<file path="src/rtl/core/ihsp_pkg.sv">
`timescale 1ns / 1ps
// shared types, codes and constants of the image header size parser
package ihsp_pkg;

  // jpeg marker codes
  localparam logic [7:0] MARK_FF  = 8'hFF;
  localparam logic [7:0] SOI_CODE = 8'hD8;
  localparam logic [7:0] EOI_CODE = 8'hD9;
  localparam logic [7:0] SOS_CODE = 8'hDA;
  localparam logic [7:0] SOF_LO   = 8'hC0;
  localparam logic [7:0] SOF_HI   = 8'hCF;
  localparam logic [7:0] DHT_CODE = 8'hC4;
  localparam logic [7:0] JPG_CODE = 8'hC8;
  localparam logic [7:0] DAC_CODE = 8'hCC;

  // ascii signature letters
  localparam logic [7:0] CH_G = 8'h47;
  localparam logic [7:0] CH_I = 8'h49;
  localparam logic [7:0] CH_F = 8'h46;
  localparam logic [7:0] CH_J = 8'h4A;
  localparam logic [7:0] CH_B = 8'h42;
  localparam logic [7:0] CH_M = 8'h4D;

  // byte offsets within the file
  localparam logic [4:0] OFS_SIG_LAST = 5'd2;
  localparam logic [4:0] OFS_GIF_DIM  = 5'd6;
  localparam logic [4:0] OFS_BMP_DIM  = 5'd18;
  localparam logic [4:0] OFS_BMP_LAST = 5'd25;
  localparam logic [4:0] OFS_MAX      = 5'd31;

  // sof field positions, counted from the length field
  localparam logic [15:0] SOF_H_HI = 16'd3;
  localparam logic [15:0] SOF_H_LO = 16'd4;
  localparam logic [15:0] SOF_W_HI = 16'd5;
  localparam logic [15:0] SOF_W_LO = 16'd6;

  typedef enum logic [2:0] {
    IMG_UNKNOWN = 3'd0,
    IMG_JPEG    = 3'd1,
    IMG_GIF     = 3'd2,
    IMG_BMP     = 3'd3,
    IMG_ART     = 3'd4
  } img_type_t;

  typedef enum logic [2:0] {
    ST_OK           = 3'd0,
    ST_UNKNOWN_TYPE = 3'd1,
    ST_TRUNCATED    = 3'd2,
    ST_NO_FRAME     = 3'd3,
    ST_BAD_LENGTH   = 3'd4
  } status_t;

  typedef enum logic [3:0] {
    PH_SIG     = 4'd0,
    PH_GIF     = 4'd1,
    PH_BMP     = 4'd2,
    PH_JSEARCH = 4'd3,
    PH_JCODE   = 4'd4,
    PH_JLENHI  = 4'd5,
    PH_JLENLO  = 4'd6,
    PH_JSKIP   = 4'd7,
    PH_JSOF    = 4'd8
  } phase_t;

  typedef struct packed {
    logic [7:0] data_byte;
    logic       end_of_file;
  } in_item_t;

  typedef struct packed {
    img_type_t          image_type;
    status_t            status;
    logic signed [31:0] width;
    logic signed [31:0] height;
  } result_t;

  function automatic logic is_sof(input logic [7:0] code);
    return (code >= SOF_LO) && (code <= SOF_HI) &&
           (code != DHT_CODE) && (code != JPG_CODE) && (code != DAC_CODE);
  endfunction

endpackage

</file>
<file path="src/rtl/core/ihsp_ifs.sv">
`timescale 1ns / 1ps
// valid/ready channel interfaces for file bytes and parse results
interface ihsp_byte_if;
  logic       valid;
  logic       ready;
  logic [7:0] data_byte;
  logic       end_of_file;

  modport source (output valid, output data_byte, output end_of_file, input ready);
  modport sink (input valid, input data_byte, input end_of_file, output ready);
endinterface

interface ihsp_result_if;
  logic               valid;
  logic               ready;
  logic [2:0]         image_type;
  logic [2:0]         status;
  logic signed [31:0] width;
  logic signed [31:0] height;

  modport source (output valid, output image_type, output status, output width,
                  output height, input ready);
  modport sink (input valid, input image_type, input status, input width,
                input height, output ready);
endinterface

</file>
<file path="src/rtl/core/ihsp_in_reg.sv">
`timescale 1ns / 1ps
// input register holding one file byte for the parse stage
module ihsp_in_reg
  import ihsp_pkg::*;
(
  input  logic          clk,
  input  logic          rst_n,
  ihsp_byte_if.sink     in_chan,
  input  logic          take,
  output logic          item_vld,
  output in_item_t      item
);

  logic     vld_r;
  in_item_t item_r;
  logic     accept;

  assign in_chan.ready = !vld_r || take;
  assign accept        = in_chan.valid && in_chan.ready;

  always_ff @(posedge clk) begin
    if (!rst_n) begin
      vld_r <= 1'b0;
    end else if (accept) begin
      vld_r <= 1'b1;
    end else if (take) begin
      vld_r <= 1'b0;
    end
  end

  always_ff @(posedge clk) begin
    if (accept) begin
      item_r.data_byte   <= in_chan.data_byte;
      item_r.end_of_file <= in_chan.end_of_file;
    end
  end

  assign item_vld = vld_r;
  assign item     = item_r;

endmodule

</file>
<file path="src/rtl/core/ihsp_parse.sv">
`timescale 1ns / 1ps
// per-byte parse stage: file state, signature decode and dimension capture
module ihsp_parse
  import ihsp_pkg::*;
(
  input  logic     clk,
  input  logic     rst_n,
  input  logic     item_vld,
  input  in_item_t item,
  input  logic     out_free,
  output logic     take,
  output logic     res_load,
  output result_t  res
);

  logic [4:0]  off_r;
  logic [7:0]  sig0_r;
  logic [7:0]  sig1_r;
  img_type_t   type_r, type_p;
  phase_t      phase_r, phase_p, phase_nxt, jph;
  logic [15:0] cnt_r, cnt_p;
  logic [31:0] wacc_r, wacc_p;
  logic [31:0] hacc_r, hacc_p;
  logic        sent_r;

  logic [7:0]  b;
  logic        eof;
  logic        at_sig_end;
  logic        sig_jpeg, sig_gif, sig_art, sig_bmp;
  logic [15:0] len, len_m2, cnt_dec;
  logic [4:0]  bmp_rel;
  logic [1:0]  lane;
  logic        emit_byte, emit;
  img_type_t   r_type;
  status_t     r_stat;
  logic        fire;

  assign b          = item.data_byte;
  assign eof        = item.end_of_file;
  assign at_sig_end = (phase_r == PH_SIG) && (off_r == OFS_SIG_LAST);
  assign sig_jpeg   = (sig0_r == MARK_FF) && (sig1_r == SOI_CODE);
  assign sig_gif    = (sig0_r == CH_G) && (sig1_r == CH_I) && (b == CH_F);
  assign sig_art    = (sig0_r == CH_J) && (sig1_r == CH_G);
  assign sig_bmp    = (sig0_r == CH_B) && (sig1_r == CH_M);
  assign len        = {cnt_r[15:8], b};
  assign len_m2     = len - 16'd2;
  assign cnt_dec    = cnt_r - 16'd1;
  assign bmp_rel    = off_r - OFS_BMP_DIM;
  assign lane       = bmp_rel[1:0];

  // a jpeg signature hands its third byte straight to the marker search
  assign jph = (at_sig_end && sig_jpeg) ? PH_JSEARCH : phase_r;

  // next state
  always_comb begin
    phase_p = phase_r;
    if (!sent_r) begin
      unique case (jph)
        PH_SIG: begin
          if (at_sig_end) begin
            if (sig_gif) begin
              phase_p = PH_GIF;
            end else if (!sig_art && sig_bmp) begin
              phase_p = PH_BMP;
            end
          end
        end
        PH_JSEARCH: begin
          phase_p = (b == MARK_FF) ? PH_JCODE : PH_JSEARCH;
        end
        PH_JCODE: begin
          if (b == MARK_FF) begin
            phase_p = PH_JCODE;
          end else if (is_sof(b)) begin
            phase_p = PH_JSOF;
          end else if ((b == SOS_CODE) || (b == EOI_CODE)) begin
            phase_p = PH_JCODE;
          end else begin
            phase_p = PH_JLENHI;
          end
        end
        PH_JLENHI: phase_p = PH_JLENLO;
        PH_JLENLO: begin
          if (len >= 16'd2) begin
            phase_p = (len_m2 == 16'd0) ? PH_JSEARCH : PH_JSKIP;
          end
        end
        PH_JSKIP: begin
          if (cnt_dec == 16'd0) begin
            phase_p = PH_JSEARCH;
          end
        end
        default: phase_p = phase_r;
      endcase
    end
    phase_nxt = eof ? PH_SIG : phase_p;
  end

  // outputs and datapath
  always_comb begin
    emit_byte = 1'b0;
    r_type    = type_r;
    r_stat    = ST_OK;
    type_p    = type_r;
    cnt_p     = cnt_r;
    wacc_p    = wacc_r;
    hacc_p    = hacc_r;
    if (!sent_r) begin
      if (at_sig_end && sig_jpeg) begin
        type_p = IMG_JPEG;
      end
      case (jph)
        PH_SIG: begin
          if (at_sig_end) begin
            if (sig_gif) begin
              type_p = IMG_GIF;
            end else if (sig_art) begin
              type_p    = IMG_ART;
              emit_byte = 1'b1;
              r_type    = IMG_ART;
            end else if (sig_bmp) begin
              type_p = IMG_BMP;
            end else begin
              emit_byte = 1'b1;
              r_type    = IMG_UNKNOWN;
              r_stat    = ST_UNKNOWN_TYPE;
            end
          end
        end
        PH_GIF: begin
          case (off_r)
            OFS_GIF_DIM:         wacc_p[7:0]  = b;
            OFS_GIF_DIM + 5'd1:  wacc_p[15:8] = b;
            OFS_GIF_DIM + 5'd2:  hacc_p[7:0]  = b;
            OFS_GIF_DIM + 5'd3: begin
              hacc_p[15:8] = b;
              emit_byte    = 1'b1;
              r_type       = IMG_GIF;
            end
            default: ;
          endcase
        end
        PH_BMP: begin
          if ((off_r >= OFS_BMP_DIM) && (off_r <= OFS_BMP_DIM + 5'd3)) begin
            wacc_p[{lane, 3'b000} +: 8] = b;
          end else if ((off_r >= OFS_BMP_DIM + 5'd4) && (off_r <= OFS_BMP_LAST)) begin
            hacc_p[{lane, 3'b000} +: 8] = b;
            if (off_r == OFS_BMP_LAST) begin
              emit_byte = 1'b1;
              r_type    = IMG_BMP;
            end
          end
        end
        PH_JCODE: begin
          if (b != MARK_FF) begin
            if (is_sof(b)) begin
              cnt_p = 16'd0;
            end else if ((b == SOS_CODE) || (b == EOI_CODE)) begin
              emit_byte = 1'b1;
              r_type    = IMG_JPEG;
              r_stat    = ST_NO_FRAME;
            end
          end
        end
        PH_JLENHI: cnt_p = {b, 8'h00};
        PH_JLENLO: begin
          if (len < 16'd2) begin
            emit_byte = 1'b1;
            r_type    = IMG_JPEG;
            r_stat    = ST_BAD_LENGTH;
          end else begin
            cnt_p = len_m2;
          end
        end
        PH_JSKIP: cnt_p = cnt_dec;
        PH_JSOF: begin
          cnt_p = cnt_r + 16'd1;
          case (cnt_r)
            SOF_H_HI: hacc_p[15:8] = b;
            SOF_H_LO: hacc_p[7:0]  = b;
            SOF_W_HI: wacc_p[15:8] = b;
            SOF_W_LO: begin
              wacc_p[7:0] = b;
              cnt_p       = cnt_r;
              emit_byte   = 1'b1;
              r_type      = IMG_JPEG;
            end
            default: ;
          endcase
        end
        default: ;
      endcase
    end

    emit           = emit_byte;
    res.image_type = r_type;
    res.status     = r_stat;
    res.width      = '0;
    res.height     = '0;
    if (emit_byte && (r_stat == ST_OK) && (r_type != IMG_ART)) begin
      res.width  = wacc_p;
      res.height = hacc_p;
    end
    // end of file with nothing reported yet
    if (eof && !sent_r && !emit_byte) begin
      emit           = 1'b1;
      res.image_type = type_p;
      res.status     = ((phase_p == PH_JSEARCH) || (phase_p == PH_JCODE)) ?
                       ST_NO_FRAME : ST_TRUNCATED;
    end
  end

  assign fire     = item_vld && (!emit || out_free);
  assign take     = fire;
  assign res_load = fire && emit;

  always_ff @(posedge clk) begin
    if (!rst_n) begin
      off_r   <= '0;
      type_r  <= IMG_UNKNOWN;
      phase_r <= PH_SIG;
      cnt_r   <= '0;
      wacc_r  <= '0;
      hacc_r  <= '0;
      sent_r  <= 1'b0;
    end else if (fire) begin
      phase_r <= phase_nxt;
      if (eof) begin
        off_r  <= '0;
        type_r <= IMG_UNKNOWN;
        cnt_r  <= '0;
        wacc_r <= '0;
        hacc_r <= '0;
        sent_r <= 1'b0;
      end else begin
        if (off_r != OFS_MAX) begin
          off_r <= off_r + 5'd1;
        end
        type_r <= type_p;
        cnt_r  <= cnt_p;
        wacc_r <= wacc_p;
        hacc_r <= hacc_p;
        sent_r <= sent_r || emit;
      end
    end
  end

  // first two signature bytes, read only at offset two
  always_ff @(posedge clk) begin
    if (fire && (off_r == 5'd0)) begin
      sig0_r <= b;
    end
    if (fire && (off_r == 5'd1)) begin
      sig1_r <= b;
    end
  end

endmodule

</file>
<file path="src/rtl/core/ihsp_out_reg.sv">
`timescale 1ns / 1ps
// result register driving the result channel
module ihsp_out_reg
  import ihsp_pkg::*;
(
  input  logic          clk,
  input  logic          rst_n,
  input  logic          res_load,
  input  result_t       res,
  output logic          out_free,
  ihsp_result_if.source out_chan
);

  logic    vld_r;
  result_t res_r;

  assign out_free = !vld_r || out_chan.ready;

  always_ff @(posedge clk) begin
    if (!rst_n) begin
      vld_r <= 1'b0;
    end else if (res_load) begin
      vld_r <= 1'b1;
    end else if (out_chan.ready) begin
      vld_r <= 1'b0;
    end
  end

  always_ff @(posedge clk) begin
    if (res_load) begin
      res_r <= res;
    end
  end

  assign out_chan.valid      = vld_r;
  assign out_chan.image_type = res_r.image_type;
  assign out_chan.status     = res_r.status;
  assign out_chan.width      = res_r.width;
  assign out_chan.height     = res_r.height;

endmodule

</file>
<file path="src/rtl/core/image_header_size_parser.sv">
`timescale 1ns / 1ps
// Image header size parser: takes an image file one byte per request, in file order, with
// end_of_file on the last byte, and returns one result per file holding the image type,
// a status and the width and height (zero on failure and for art). A byte is taken every
// clock cycle; a byte waits in the input register, and its result, if any, goes to the
// result register as the parse stage takes it. The single parse stage sets the rate:
// it only holds a byte back while a result is due and the result register is occupied.
// Bytes after a file's result are consumed and dropped until end_of_file.
module image_header_size_parser
  import ihsp_pkg::*;
(
  input  logic          clk,
  input  logic          rst_n,
  ihsp_byte_if.sink     in_chan,
  ihsp_result_if.source out_chan
);

  logic     item_vld;
  in_item_t item;
  logic     take;
  logic     res_load;
  result_t  res;
  logic     out_free;

  ihsp_in_reg u_in_reg (
    .clk      (clk),
    .rst_n    (rst_n),
    .in_chan  (in_chan),
    .take     (take),
    .item_vld (item_vld),
    .item     (item)
  );

  ihsp_parse u_parse (
    .clk      (clk),
    .rst_n    (rst_n),
    .item_vld (item_vld),
    .item     (item),
    .out_free (out_free),
    .take     (take),
    .res_load (res_load),
    .res      (res)
  );

  ihsp_out_reg u_out_reg (
    .clk      (clk),
    .rst_n    (rst_n),
    .res_load (res_load),
    .res      (res),
    .out_free (out_free),
    .out_chan (out_chan)
  );

endmodule

</file>
<file path="src/flat_wrapper.sv">
// flat-port wrapper written by rule: the top's interface ports become plain ports
module image_header_size_parser_flat import ihsp_pkg::*;
  (clk, rst_n, in_chan_valid, in_chan_data_byte, in_chan_end_of_file, in_chan_ready, out_chan_valid, out_chan_image_type, out_chan_status, out_chan_width, out_chan_height, out_chan_ready);
  ihsp_byte_if in_chan_i ();
  ihsp_result_if out_chan_i ();
  input  logic clk;
  input  logic rst_n;
  input wire logic [$bits(in_chan_i.valid)-1:0] in_chan_valid;
  input wire logic [$bits(in_chan_i.data_byte)-1:0] in_chan_data_byte;
  input wire logic [$bits(in_chan_i.end_of_file)-1:0] in_chan_end_of_file;
  output wire logic [$bits(in_chan_i.ready)-1:0] in_chan_ready;
  output wire logic [$bits(out_chan_i.valid)-1:0] out_chan_valid;
  output wire logic [$bits(out_chan_i.image_type)-1:0] out_chan_image_type;
  output wire logic [$bits(out_chan_i.status)-1:0] out_chan_status;
  output wire logic [$bits(out_chan_i.width)-1:0] out_chan_width;
  output wire logic [$bits(out_chan_i.height)-1:0] out_chan_height;
  input wire logic [$bits(out_chan_i.ready)-1:0] out_chan_ready;
  assign in_chan_i.valid = in_chan_valid;
  assign in_chan_i.data_byte = in_chan_data_byte;
  assign in_chan_i.end_of_file = in_chan_end_of_file;
  assign in_chan_ready = in_chan_i.ready;
  assign out_chan_valid = out_chan_i.valid;
  assign out_chan_image_type = out_chan_i.image_type;
  assign out_chan_status = out_chan_i.status;
  assign out_chan_width = out_chan_i.width;
  assign out_chan_height = out_chan_i.height;
  assign out_chan_i.ready = out_chan_ready;
  image_header_size_parser u_core (.clk(clk), .rst_n(rst_n), .in_chan(in_chan_i), .out_chan(out_chan_i));
endmodule
</file>
<file path="config.mk">
export PLATFORM = sky130hd
export DESIGN_NAME = image_header_size_parser_flat
export DESIGN_NICKNAME = d
export VERILOG_FILES = /design/src/rtl/core/ihsp_pkg.sv /design/src/rtl/core/ihsp_ifs.sv /design/src/rtl/core/ihsp_in_reg.sv /design/src/rtl/core/ihsp_parse.sv /design/src/rtl/core/ihsp_out_reg.sv /design/src/rtl/core/image_header_size_parser.sv /design/src/flat_wrapper.sv
export SDC_FILE = /design/constraint.sdc
export NUM_CORES = 1
export LEC_CHECK = 0
export ABC_AREA = 1
export BUFFER_PORTS_ARGS = -buffer_cell sky130_fd_sc_hd__buf_2
export CORE_MARGIN = 2
export CORE_UTILIZATION = 40
export DETAILED_ROUTE_END_ITERATION = 8
export GPL_ROUTABILITY_DRIVEN = 0
export RECOVER_POWER = 100
export SLEW_MARGIN = 30
export SYNTH_ARGS = -nofsm -noshare
export SYNTH_HDL_FRONTEND = slang
export SYNTH_SLANG_ARGS = --single-unit
</file>
<file path="constraint.sdc">
create_clock -name clk -period 5.9 [get_ports clk]
set_input_delay 0.295 -clock clk [delete_from_list [all_inputs] [get_ports clk]]
set_output_delay 0.295 -clock clk [all_outputs]
set_load 0.05 [all_outputs]
</file>
# Word level (Yosys, flattened, before mapping)
# Cells that the tools add are included.
# word_totals
register_bits,190
latchBits,0
ram_bits,0
romBits,0
inputBits,13
mem_count,0
# classes
n_addsub,6
n_mul,0
n_div,0
magnitude_cmp,8
n_eq_ne,44
shift,2
muxes,100
bitwise,0
reduce_logical,47
# op_table
operator,n
$mux W32,7
$mux W16,8
$pmux W16 S3,2
$pmux W16 S5,1
$mux W3,26
$bwmux W32,2
$mux W8,8
$eq A8 B7 Y1 const B,7
$eq A16 B3 Y1 const B,3
$eq A8 B8 Y1 const B,5
$mux W4,10
$logic_not A16 Y1,2
$ne A8 B8 Y1 const B,4
$shift A8 B7 Y32 const A,1
$shiftx A8 B7 Y32,1
$mux W1,26
$pmux W4 S6,1
$logic_and A1 B1 Y1,23
$eq A4 B3 Y1 const B,5
$pmux W3 S6,1
$add A16 B1 Y16 const B,1
$eq A16 B2 Y1 const B,1
$ge A16 B2 Y1 const B,1
$lt A16 B2 Y1 const B,1
35 further kinds,60

# Depth between registers and ports, before layout
# logic_depth
ltp_word,18
mapped_depth,19
depth_no_buf,18

# Cells and area by module
# A second synthesis with hierarchy kept.
# hier_totals
hier_cells,1700
hier_area_um2,11562.3
# by_module_without_submodules
module,n_inst,cells_each,area_per_inst_um2
ihsp_parse,1,1608,9092.5
ihsp_out_reg,1,76,2148.3
ihsp_in_reg,1,16,321.6

# Worst setup path before layout
# Ideal clock, no wire load.
# synth_timing
path_kind,flip-flop to flip-flop
from,register u_core.u_parse.off_r[0]
to,register u_core.u_out_reg.res_r (netlist bit u_core.u_out_reg.out_chan.height[0]) (enable)
arrival_ns,3.655
t_required_ns,5.476
path_slack_ns,1.821
path_stages_with_launch,19
path_buffers,3
path_cell_list,dfxtp_1 -> inv_1 -> clkbuf_1 -> buf_1 -> ha_1 -> nand3_2 -> nor2_4 -> nand4_1 -> clkinv_1 -> nand2_1 -> nand3_2 -> nand2_1 -> nand2_4 -> nand2_8 -> nand2_8 -> inv_2 -> buf_6 -> nand2_1 -> inv_1
# synth_via
elab_chain_cells,14
elab_cells_between_ends,32
cone_classes,4 x order compare; 8 x eq/ne; 9 x mux; 11 x reduce/logical
# synth_rtl
item,line_no,text
"start, declared",ihsp_parse.sv:16,logic [4:0] off_r;
"start signal, assigned",ihsp_parse.sv:237,off_r <= off_r + 5'd1;
"parallel branches: the longest is 5 deep, another holds $ge A5 B5 Y1",-,
$pmux W1 S6 *,ihsp_parse.sv:112,case (jph)
$mux W1 *,ihsp_parse.sv:108,if (!sent_r) begin
$logic_not A1 Y1,ihsp_parse.sv:205,if (eof && !sent_r && !emit_byte) begin
$logic_and A1 B1 Y1,ihsp_parse.sv:205,
$mux W1 *,ihsp_parse.sv:205,
$logic_not A1 Y1,ihsp_parse.sv:213,assign fire = item_vld && (!emit || out_free);
$logic_or A1 B1 Y1,ihsp_parse.sv:213,
$logic_and A1 B1 Y1,ihsp_parse.sv:213,
$logic_and A1 B1 Y1 *,ihsp_parse.sv:215,assign res_load = fire && emit;
via u_core.res_load,image_header_size_parser.sv:21,logic res_load;
"end signal, assigned",ihsp_out_reg.sv:31,res_r <= res;
"end, declared",ihsp_out_reg.sv:15,result_t res_r;
# Mark *: on every way through the listed nets, which the timed path passes.
# A chain may end at the register's enable or synchronous reset.

# Worst setup path in the final report
# layout_timing
from,register u_core.u_in_reg.item_r (netlist bit u_core.u_in_reg.item[2])
to,register u_core.u_out_reg.res_r (netlist bit u_core.u_out_reg.out_chan.status[1]) (enable)
# layout_via
elab_chain_cells,16
elab_cells_between_ends,31
cone_classes,3 x order compare; 7 x eq/ne; 9 x mux; 12 x reduce/logical
# layout_rtl
item,line_no,text
"start, declared",ihsp_in_reg.sv:15,in_item_t item_r;
$ge A8 B8 Y1 / $le A8 B8 Y1 (equally long branches),ihsp_pkg.sv:78,return (code >= SOF_LO) && (code <= SOF_HI) &&
$logic_and A1 B1 Y1 (2 in series),ihsp_pkg.sv:78,
$logic_and A1 B1 Y1 (2 in series),ihsp_pkg.sv:79,(code != DHT_CODE) && (code != JPG_CODE) && (code != DAC_CODE);
$mux W1,ihsp_parse.sv:156,if (is_sof(b)) begin
$mux W1,ihsp_parse.sv:155,if (b != MARK_FF) begin
$pmux W1 S6 *,ihsp_parse.sv:112,
$mux W1 *,ihsp_parse.sv:108,
$logic_not A1 Y1,ihsp_parse.sv:205,
$logic_and A1 B1 Y1,ihsp_parse.sv:205,
$mux W1 *,ihsp_parse.sv:205,
$logic_not A1 Y1,ihsp_parse.sv:213,
$logic_or A1 B1 Y1,ihsp_parse.sv:213,
$logic_and A1 B1 Y1,ihsp_parse.sv:213,
$logic_and A1 B1 Y1 *,ihsp_parse.sv:215,
via u_core.res_load,image_header_size_parser.sv:21,
# The timed path passes the listed nets; every way through them passes the cells marked *.

==> impl_metrics.yaml <==
status:
  status: "finished clean"
power:
  max-vdd-ir-drop_v: 0.0001830
  pwr-share-comb_pct: 11.5
  pwr-share-seq_pct: 49.2
  p_int_w: 0.002081
  leakagePower_nw: 4.796
  swShare_pct: 29.29
  switchingPower_w: 0.0008620
  power_w: 0.002943
  p_clk_share_pct: 39.4
  power.density_mw_per_mm2: 230.3
worst_setup_path:
  rrSetupSlack_ns: 1.29
  reg2reg_to: "u_core.u_out_reg.out_chan.status[1]"
  endpoint_kind: "register"
  cp.required_ns: 6.05
  reg2reg_from: "u_core.u_in_reg.item[2]"
  critPathMaxFanout: 73
  startpoint_type: "register"
  path_class: "reg2reg"
  ff2ff_path_depth: 16
  crit_arrival_ns: 4.76
synth:
  synth.distinct_cells: 49
  synth_area_leaders: "edfxtp_1 24%, dfxtp_1 16%, nand2_1 15%"
  synthArstFlopShare_pct: 0
  synth_area_per_cell_um2: 6.911
  synth_flop_cell: "edfxtp_1"
  ys_warn_count: 0
  synth_edf_count: 95
  synth_top_area_share_pct: 24.35
  syn_inst: 1695
  syn-cell-area_mm2: 0.01171
  ys_ff_latch: 190
  syn_nets: 1722
  synth_top_area_cell: "edfxtp_1"
  ys_seq_area_share_pct: 40.59
worst_hold_path:
  min_path_type: "in2reg"
  min_path_cells: 1
  hp-start: "in_chan_data_byte[5]"
  hold_end: "u_core.u_in_reg.item[6]"
clocking:
  cts-root-buf: "clkbuf_16"
  cts_setup_buffers: 0
  post_cts_resized: 0
  clock-sinks: 190
  htree_levels: 4
  cts_tree: "yes"
  cts_buffer_depth: 2
  hold_buffers: 0
  clkTransAtPathRegs_ns: 0.07
  cts_buffers: 17
  clk_latency_ns: 0.46
die:
  die-area_mm2: 0.03067
  die_y_um: 175.1
  pin_count: 85
  start_util_pct: 40.71
  core_area_mm2: 0.02878
  rows: 62
  die_w_um: 175.1
sta:
  min_period_ns: 4.608
  finalCritPeriodShare_pct: 78.10
  tightest_slew_ns: 1.101
  tns_ns: 0
  finalSetupViolations: 0
  drv_slew: 0
  clock_skew_ns: 0.01376
  rsz0062_at_grt: "false"
  final_hold_viol_count: 0
  fmax_ghz: 0.2170
  max_slew_margin_pct: 26.60
job:
  drv_cap: 0
global_routing:
  grt_pass1_vias: 10440
  antenna_found_initial: 1
  grt_max_degree: 75
  grt_use_total_pct: 23.17
  grt_pass1_wl_mm: 56.63
  grt-ovfl-total: 0
layout:
  syn_to_final_growth_pct: 9.047
  diodes: 0
  nets: 1756
  layout-drive-gt1-share_pct: 5.339
detailed_routing:
  routed_wl_mm: 35.27
  vias: 11504
  drc_errors: 0
  wl_per_cell_um: 16.59
  vias_per_cell: 5.411
  drtIter0Drc: 1523
  drt_first_pass_iters: 6
  ant_nets: 0
place:
  dp_hpwl_mm: 24.35
  port_buffers: 84
==> stage by stage <==
step	hold WS [ns]	cells	setup slack [ns]	utilization, %	cell area (um2)
global route	0.007740	2126	0.9395	44.39	12770
floorplan	0.3939	1695	1.821	-	11720
CTS	0.003797	2126	2.124	44.82	12900
finish	0.01718	2126	1.292	44.39	12770
detailed placement	0.4527	2094	2.152	42.80	12320
global placement	0.4483	2094	2.190	42.79	12320
==> cell type report <==
type / count / area [um2]
Fill cell: 2999 / 16010
Multi-Input combinational cell: 1254 / 5894
Sequential cell: 190 / 4755
Inverter: 168 / 631.9
Tap cell: 384 / 480.5
Timing Repair Buffer: 98 / 430.4
Clock buffer: 17 / 425.4
Clock inverter: 15 / 157.7
==> power by group through the flow <==
| stage | sequential [W] | combinational, W | clock [W] |
|---|---|---|---|
| detailed placement | 0.00148 | 0.000341 | 0 |
| global route | 0.00145 | 0.000371 | 0.00123 |
| CTS | 0.00145 | 0.000342 | 0.00119 |
| global placement | 0.00147 | 0.000340 | 0 |
| floorplan | 0.00152 | 0.000204 | 0 |
| finish | 0.00145 | 0.000337 | 0.00116 |
==> kinds of logic (layout without fill, tap and decap cells) <==
family / after synthesis / in the layout / share of synthesized area [%]
flip-flops: 190 / 190 / 40.59
adder cells (fa/ha/maj): 14 / 14 / 1.495
buffers and inverters: 251 / 298 / 8.950
AND/OR/NAND/NOR: 973 / 973 / 35.62
AO/OA/AOI/OAI: 243 / 243 / 11.42
XOR/XNOR: 11 / 11 / 0.8224
multiplexers: 13 / 13 / 1.111
==> worst max-delay path by stage <==
stage / startpoint / endpoint / slack (ns) / cells past startpoint
floorplan: u_core.u_parse.off_r[0] / u_core.u_out_reg.out_chan.height[0] / 1.82 / 18
global placement: u_core.u_parse.phase_r[0] / u_core.u_out_reg.out_chan.status[2] / 2.19 / 15
detailed placement: u_core.u_in_reg.item[8] / u_core.u_out_reg.out_chan.status[0] / 2.15 / 15
CTS: u_core.u_in_reg.item[8] / u_core.u_out_reg.out_chan.status[0] / 2.12 / 15
global route: u_core.u_in_reg.item[6] / u_core.u_parse.wacc_r[13] / 0.94 / 17
finish: u_core.u_in_reg.item[2] / u_core.u_out_reg.out_chan.status[1] / 1.29 / 16
==> cells in the mapped netlist, drive strengths merged, types with 2 or more instances <==
cell    number
a211oi       2
a21oi      100
a31oi       12
and2        10
buf         42
clkbuf      41
clkinv       8
dfxtp       95
edfxtp      95
ha          14
inv        160
mux2i       13
nand2      467
nand3      120
nand3b       3
nand4       42
nor2       266
nor3        43
nor3b        2
nor4         5
o211ai      20
o21a         2
o21ai       87
o22ai        9
o31ai        6
or2         13
xor2        10
==> worst max-delay path: stages (launching register included) <==
cell	delay, ns
edfxtp_1	0.32
clkbuf_1	0.65
inv_1	0.48
nand2_1	0.27
nor2_1	0.13
nand3_1	0.18
nand2_1	0.10
nor2_1	0.10
nand3_1	0.11
nand2_1	0.14
nand2_1	0.19
nand2_8	0.15
nand2_8	0.27
inv_1	0.17
nand2_1	0.11
inv_2	0.57
buf_12	0.29
==> flip-flops by register name, indices dropped and copies added, names as in the netlist <==
signal,cells
u_core.u_parse.cnt_r,16
u_core.u_parse.type_r,3
u_core.u_out_reg.out_chan.valid,1
u_core.u_in_reg.item_vld,1
u_core.u_parse.hacc_r,32
u_core.u_in_reg.item,9
u_core.u_out_reg.out_chan.height,32
u_core.u_parse.sig0_r,8
u_core.u_parse.off_r,5
u_core.u_out_reg.out_chan.status,3
u_core.u_parse.sent_r,1
u_core.u_parse.sig1_r,8
u_core.u_parse.wacc_r,32
u_core.u_out_reg.out_chan.image_type,3
u_core.u_out_reg.out_chan.width,32
u_core.u_parse.phase_r,4
==> layer usage <==
| layer | up-vias | GRT usage (%) | routed length (um) |
|---|---|---|---|
| met1 | 5294 | 34.09 | 16390 |
| met2 | 505 | 34.51 | 15180 |
| met3 | 65 | 3.351 | 2694 |
| li1 | 5638 | - | - |
| met4 | 2 | 8.160 | 985 |
| met5 | - | 0 | 13 |
==> layout by cell type (no fill, tap or decap), types with 4 or more instances in the layout <==
cell type | Yosys | final
a21oi_1 | 100 | 100
a31oi_1 | 12 | 12
and2_1 | 7 | 7
buf_2 | 19 | 12
buf_4 | 18 | 8
clkbuf_1 | 41 | 76
clkbuf_16 | 0 | 17
clkinv_1 | 8 | 7
clkinv_4 | 0 | 4
dfxtp_1 | 95 | 95
edfxtp_1 | 95 | 95
ha_1 | 14 | 14
inv_1 | 149 | 151
inv_2 | 11 | 10
inv_8 | 0 | 4
mux2i_1 | 13 | 13
nand2_1 | 463 | 464
nand3_1 | 114 | 116
nand3_2 | 6 | 4
nand4_1 | 42 | 42
nor2_1 | 256 | 256
nor2_2 | 6 | 6
nor2_4 | 4 | 4
nor3_1 | 43 | 43
nor4_1 | 5 | 5
o211ai_1 | 19 | 19
o21ai_0 | 84 | 84
o22ai_1 | 9 | 9
o31ai_1 | 6 | 6
or2_2 | 11 | 11
xor2_1 | 10 | 10
Power figures use the tool's default switching activity.
